==> config.mk <==
export PLATFORM = sky130hd
export DESIGN_NAME = kvc_ctrl
export DESIGN_NICKNAME = d
export VERILOG_FILES = /design/src/hw/rtl/kvc_pkg.sv /design/src/hw/rtl/kvc_ctrl.sv
export SDC_FILE = /design/constraint.sdc
export NUM_CORES = 1
export LEC_CHECK = 0
export BUFFER_PORTS_ARGS = -buffer_cell sky130_fd_sc_hd__buf_2
export CORE_AREA = 2 2 39 41
export CTS_CLUSTER_DIAMETER = 50
export DETAILED_ROUTE_END_ITERATION = 8
export DIE_AREA = 0 0 41 43
export SYNTH_ARGS = -nofsm -noshare
export SYNTH_HDL_FRONTEND = slang
export SYNTH_SLANG_ARGS = --single-unit
==> constraint.sdc <==
create_clock -name clk -period 1.2 [get_ports clk]
set_input_delay 0.12 -clock clk [delete_from_list [all_inputs] [get_ports clk]]
set_output_delay 0.12 -clock clk [all_outputs]
set_load 0.005 [all_outputs]
==> src/hw/rtl/kvc_pkg.sv <==
// ----------------------------------------------------------------------------
// kvc_pkg
// Shared types and codes for the keyed variant cache policy block.
// ----------------------------------------------------------------------------
`timescale 1ns / 1ps

package kvc_pkg;

  typedef enum logic [1:0] {
    ACT_DIRECT  = 2'd0,
    ACT_REPLAY  = 2'd1,
    ACT_CAPTURE = 2'd2,
    ACT_ABORT   = 2'd3
  } action_t;

  localparam logic [1:0] CST_OK    = 2'd0;
  localparam logic [1:0] CST_ABORT = 2'd2;

  localparam logic [1:0] RUN_MAX = 2'd3;

  // controller -> datapath
  typedef struct packed {
    logic load_req;
    logic scan_step;
    logic commit;
  } cmd_t;

  // datapath -> controller
  typedef struct packed {
    logic scan_last;
    logic out_free;
  } sts_t;

endpackage

==> src/hw/rtl/kvc_ctrl.sv <==
// ----------------------------------------------------------------------------
// kvc_ctrl
// Sequencer: accept, row read, slot scan, commit.
// ----------------------------------------------------------------------------
`timescale 1ns / 1ps

module kvc_ctrl (
  input  logic          clk,
  input  logic          rst,
  input  logic          in_valid,
  output logic          in_ready,
  input  kvc_pkg::sts_t sts,
  output kvc_pkg::cmd_t cmd
);
  import kvc_pkg::*;

  typedef enum logic [1:0] {
    ST_IDLE,
    ST_READ,
    ST_SCAN,
    ST_DECIDE
  } state_t;

  state_t state;

  always_ff @(posedge clk) begin
    if (rst) begin
      state <= ST_IDLE;
    end else begin
      case (state)
        ST_IDLE:   if (in_valid) state <= ST_READ;
        ST_READ:   state <= ST_SCAN;
        ST_SCAN:   if (sts.scan_last) state <= ST_DECIDE;
        ST_DECIDE: if (sts.out_free) state <= ST_IDLE;
        default:   state <= ST_IDLE;
      endcase
    end
  end

  always_comb begin
    in_ready      = (state == ST_IDLE);
    cmd.load_req  = (state == ST_IDLE) && in_valid;
    cmd.scan_step = (state == ST_SCAN);
    cmd.commit    = (state == ST_DECIDE) && sts.out_free;
  end

endmodule

Word-level counts from Yosys, hierarchy flattened
Index checks and enable logic that the tools add are counted.

Muxes and demuxes: 4. Equality and inequality tests: 6. Reduce and logical (&&, ||, !) cells: 4.

Operators with widths (count): case mux 2 bit (4 select lines) (1); two-way mux 2 bit (3); != test 2 bit (second input constant) (3); equality test 2 bit (second input constant) (2); AND reduction 3 bit (1); equality test 2 x 1 -> 1 bit (second input constant) (1); logical AND 1 bit (2); zero test 2 bit (1).

Input port bits: 5. Output and inout bits: 4. Flip-flop bits (word level): 2. Logic and storage cells: 15.

Logic depth before layout (Yosys ltp)
Depth after elaboration: 3. Depth in mapped cells: 4. Mapped depth without buffers: 4.

Worst setup path before layout
No wires, ideal clock.

Path kind: reg2reg. From: register state[0]. To: register state[0]. Clock period less this slack: 1.210 ns. Cell stages (with the launch flop): 5. Buffers on the path: 0. Arrival time: 1.093 ns. Data required time: 1.084 ns. Path slack: -0.010 ns. Setup time: 0.116 ns. Path through: dfxtp_1 > inv_1 > ha_1 > or3_1 > o211a_1.

RTL lines: start: declaration (RTL line kvc_ctrl.sv:24) `state_t state;`; start signal: assignment (RTL line kvc_ctrl.sv:28) `state <= ST_IDLE;`; start signal: assignment (RTL line kvc_ctrl.sv:31) `ST_IDLE: if (in_valid) state <= ST_READ;`; start signal: assignment (RTL line kvc_ctrl.sv:32) `ST_READ: state <= ST_SCAN;`.

==> tab_implementation.tex <==
\begin{tabular}{lr}
\hline
Metric & Value \\
\hline
\multicolumn{2}{l}{\textbf{Outcome}} \\
Status & finished with violations \\
Failing checks & negative setup slack \\
\multicolumn{2}{l}{\textbf{Layout}} \\
Total non-filler cell area in the finished layout & 295 um2 \\
Largest registers & state (2) \\
Non-filler cells in the finished layout & 47 \\
Storage element area & roughly 45 um2 \\
Filler Cell Count & 148 \\
Core utilization of the finished layout & 21.3\% \\
Area Growth Syn to Fin & 71.0\% \\
Area of the multi-input gates & 131 um2 \\
Leading cell type in the layout, fill and taps excluded & sky130\_fd\_sc\_hd\_\_buf\_2 \\
Largest register FFs & 2 \\
Leading cell types in the layout, fill and taps excluded & 7 x sky130\_fd\_sc\_hd\_\_buf\_2, 3 x sky130\_fd\_sc\_hd\_\_inv\_1, 3 x sky130\_fd\_sc\_hd\_\_clkbuf\_4 \\
Layout cell share with drive strength beyond 1 & 71.0\% \\
Number of diodes added for antenna fixing & 0 \\
Largest Register & state \\
Number of nets at the end of the flow & 41 \\
\multicolumn{2}{l}{\textbf{Synthesis}} \\
Number of cells produced by synthesis & 19 \\
Cell taking the most area after synthesis & sky130\_fd\_sc\_hd\_\_dfxtp\_1 \\
Portion of the post-synthesis area used by sequential elements & 23.2\% \\
Yosys cell types & 11 \\
Nets in the synthesized netlist & 27 \\
Fraction of synthesized cell area taken by the top area cell type & between 20\% and 30\% \\
Number of warnings issued by yosys & 0 \\
Ranking of synthesized cells by area & sky130\_fd\_sc\_hd\_\_dfxtp\_1 23\%, sky130\_fd\_sc\_hd\_\_ha\_1 22\%, sky130\_fd\_sc\_hd\_\_inv\_1 11\% \\
Combined area of all synthesized cells & $\sim$170 um2 \\
Post-synthesis sequential element count & 2 \\
Mean instance size in the synthesized netlist & 9.09 um2 \\
\multicolumn{2}{l}{\textbf{Worst setup path}} \\
Worst path most repeated cell & sky130\_fd\_sc\_hd\_\_buf\_6 \\
Setup crit end kind & output port \\
Crit-path cells & inv\_2, ha\_4, buf\_6, and2\_4, buf\_6 \\
Worst EP arrival & 1.12 ns \\
Cell count of the worst reg-to-reg path & 4 \\
Largest driver fanout on the critical path & 3 \\
Source of the worst register-to-register timing path & state[0] \\
Peak per-stage delay on the critical path & 0.34 ns \\
Sort of element at the start of the critical path & flop \\
Slowest stage cell, crit path & sky130\_fd\_sc\_hd\_\_dfxtp\_2 \\
Worst setup path startpoint & state[0] \\
Required time at the endpoint of the critical path & around 1.1 ns \\
Crit path kind & reg2out \\
\multicolumn{2}{l}{\textbf{Timing}} \\
Number of max-slew violations in the final report & 0 \\
Max frequency & 0.809 GHz \\
RSZ-0062 raised after global routing & true \\
Fin worst setup slack & -0.0364 ns \\
Total negative slack & -0.0514 ns \\
Minimum hold slack & 0.156 ns \\
Clock Skew & 0.00137 ns \\
Setup violations, final & 2 \\
Pin slew with the least headroom to its limit & about 0.28 ns \\
Final number of hold-violating endpoints & 0 \\
Relative slew margins & 81.5\% \\
Crit path time final & 1.24 ns \\
Period Utilization, post-route & 103\% \\
\multicolumn{2}{l}{\textbf{Floorplanning}} \\
Core box area & 1380 um2 \\
Full die area & 1760 um2 \\
Initial cell density of the core & 12.5\% \\
Horizontal extent of the die & 41 um \\
Cell Rows & 14 \\
Die Y-Extent & roughly 43 um \\
Number of ports placed on the die boundary & 9 \\
\multicolumn{2}{l}{\textbf{Global route}} \\
Global router's overall resource usage & about 5.6\% \\
Pin count of the biggest net entering global routing & 5 \\
Number of antenna violations at the first check in global routing & 0 \\
Global-route wire length before repair & 572 um \\
Number of global-route vias before repair & 159 \\
Residual overflow from global routing & 0 \\
\multicolumn{2}{l}{\textbf{Placement}} \\
Number of placed instances, taps included & 44 \\
Global placer's final weighted congestion & 0.661 \\
Dpl ws & -0.0510 ns \\
Number of buffer cells added on primary ports & 8 \\
Placed standard-cell area & 243 um2 \\
\multicolumn{2}{l}{\textbf{Worst hold path}} \\
Origin of the worst min-delay path & rst \\
Worst hold-check path type & in2reg \\
Hold path cells & 3 \\
\multicolumn{2}{l}{\textbf{Route}} \\
Initial DRT Pass Iterations & 1 \\
Number of routed nets with antenna violations & 0 \\
Detailed-route wire length per cell & 7.70 um \\
Final Routed Wirelength & approximately 360 um \\
Vias & about 170 \\
Vias per inst & 3.60 \\
Initial DRC Count & 0 \\
Remaining design rule violation count & 0 \\
\multicolumn{2}{l}{\textbf{CTS}} \\
TritonCTS buffer count & 3 \\
Num Clock Sinks & 2 \\
Library cell used as clock root buffer & sky130\_fd\_sc\_hd\_\_clkbuf\_4 \\
Insertion delay of the later-clocked pin in the worst-skew pair & 0.23 ns \\
Setup Fix Bufs, Post-CTS & 0 \\
Clock slew seen by the registers of the worst setup and hold paths & around 0.030 ns \\
H-Tree Depth & 1 \\
CTS tree & yes \\
Clk buf depth & 2 \\
\multicolumn{2}{l}{\textbf{Power and ir drop}} \\
Maximum VDD drop & 0.631 mV \\
Power density over the cells & around 2400 nW/um2 \\
Post-layout total power & between 0.6 and 0.7 mW \\
Leakage power & 0.153 nW \\
\multicolumn{2}{l}{\textbf{Job}} \\
Number of max-cap violations & 0 \\
\hline
\end{tabular}
-- layer usage --
layer	vias up	share of wire [%]	GRT usage [%]
li1	84	-	-
met1	75	41	5.06
met2	10	43	6.88
met3	0	17	9.42
met4	0	0	0
met5	-	0	0
-- report_power, final --
| part | switching (mW) | internal [mW] | leakage [nW] | total (mW) |
|---|---|---|---|---|
| Sequential | 0.0334 | 0.112 | 0.0175 | 0.145 |
| Combinational | 0.153 | 0.247 | 0.122 | 0.400 |
| Clock | 0.0396 | 0.110 | 0.0138 | 0.150 |
| Total | 0.226 | 0.469 | 0.153 | 0.695 |
-- cell usage after synthesis --
| library cell | number |
|---|---|
| sky130_fd_sc_hd__inv_1 | 5 |
| sky130_fd_sc_hd__ha_1 | 3 |
| sky130_fd_sc_hd__and2_1 | 1 |
| sky130_fd_sc_hd__mux2i_1 | 1 |
| sky130_fd_sc_hd__or3_1 | 1 |
| sky130_fd_sc_hd__a221oi_2 | 1 |
| sky130_fd_sc_hd__o211a_1 | 1 |
| sky130_fd_sc_hd__and2_2 | 1 |
| sky130_fd_sc_hd__nor2b_4 | 1 |
| sky130_fd_sc_hd__dfxtp_1 | 2 |
| sky130_fd_sc_hd__nand2_1 | 2 |
-- repair_timing --
item | 4_1_cts | 5_1_grt
gates resized for setup | 7 | 3
hold buffers | 0 | 0
setup endpoints to repair | 4 | 3
endpoints found under the hold margin | 0 | 0
pin swaps | 1 | 1
-- cells by family after synthesis --
group                      share of synthesized area [%]
and+or+nand+nor                                     23.9
muxes                                               5.80
DFF                                                 23.2
buffers and inverters                               10.9
adders and majority gates                           21.7
AOI/OAI and AO/OA                                   14.5
-- final cells by class --
type	count	share of cell area [%]
tap	16	6.78
multi-input combinational	12	44.5
inverter	5	6.36
clock buffer	3	7.63
sequential	2	15.3
timing repair buffer	9	19.5
-- critical path: cells and delay by family (launching register included) --
family | cells | cell delay (ns)
buffers and inverters | 3 | 0.27
flip-flops | 1 | 0.34
AND/OR/NAND/NOR | 1 | 0.12
adder cells (fa/ha/maj) | 1 | 0.16
-- path summary, 6_finish.rpt --
check / slack, ns / endpoint
setup / recovery: -0.04 / cmd[2]
hold / removal: 0.16 / state[0]
setup reg to reg: -0.02 / state[1]
hold reg to reg: 0.50 / state[1]
Note: power is estimated with default switching activity, not from simulation.
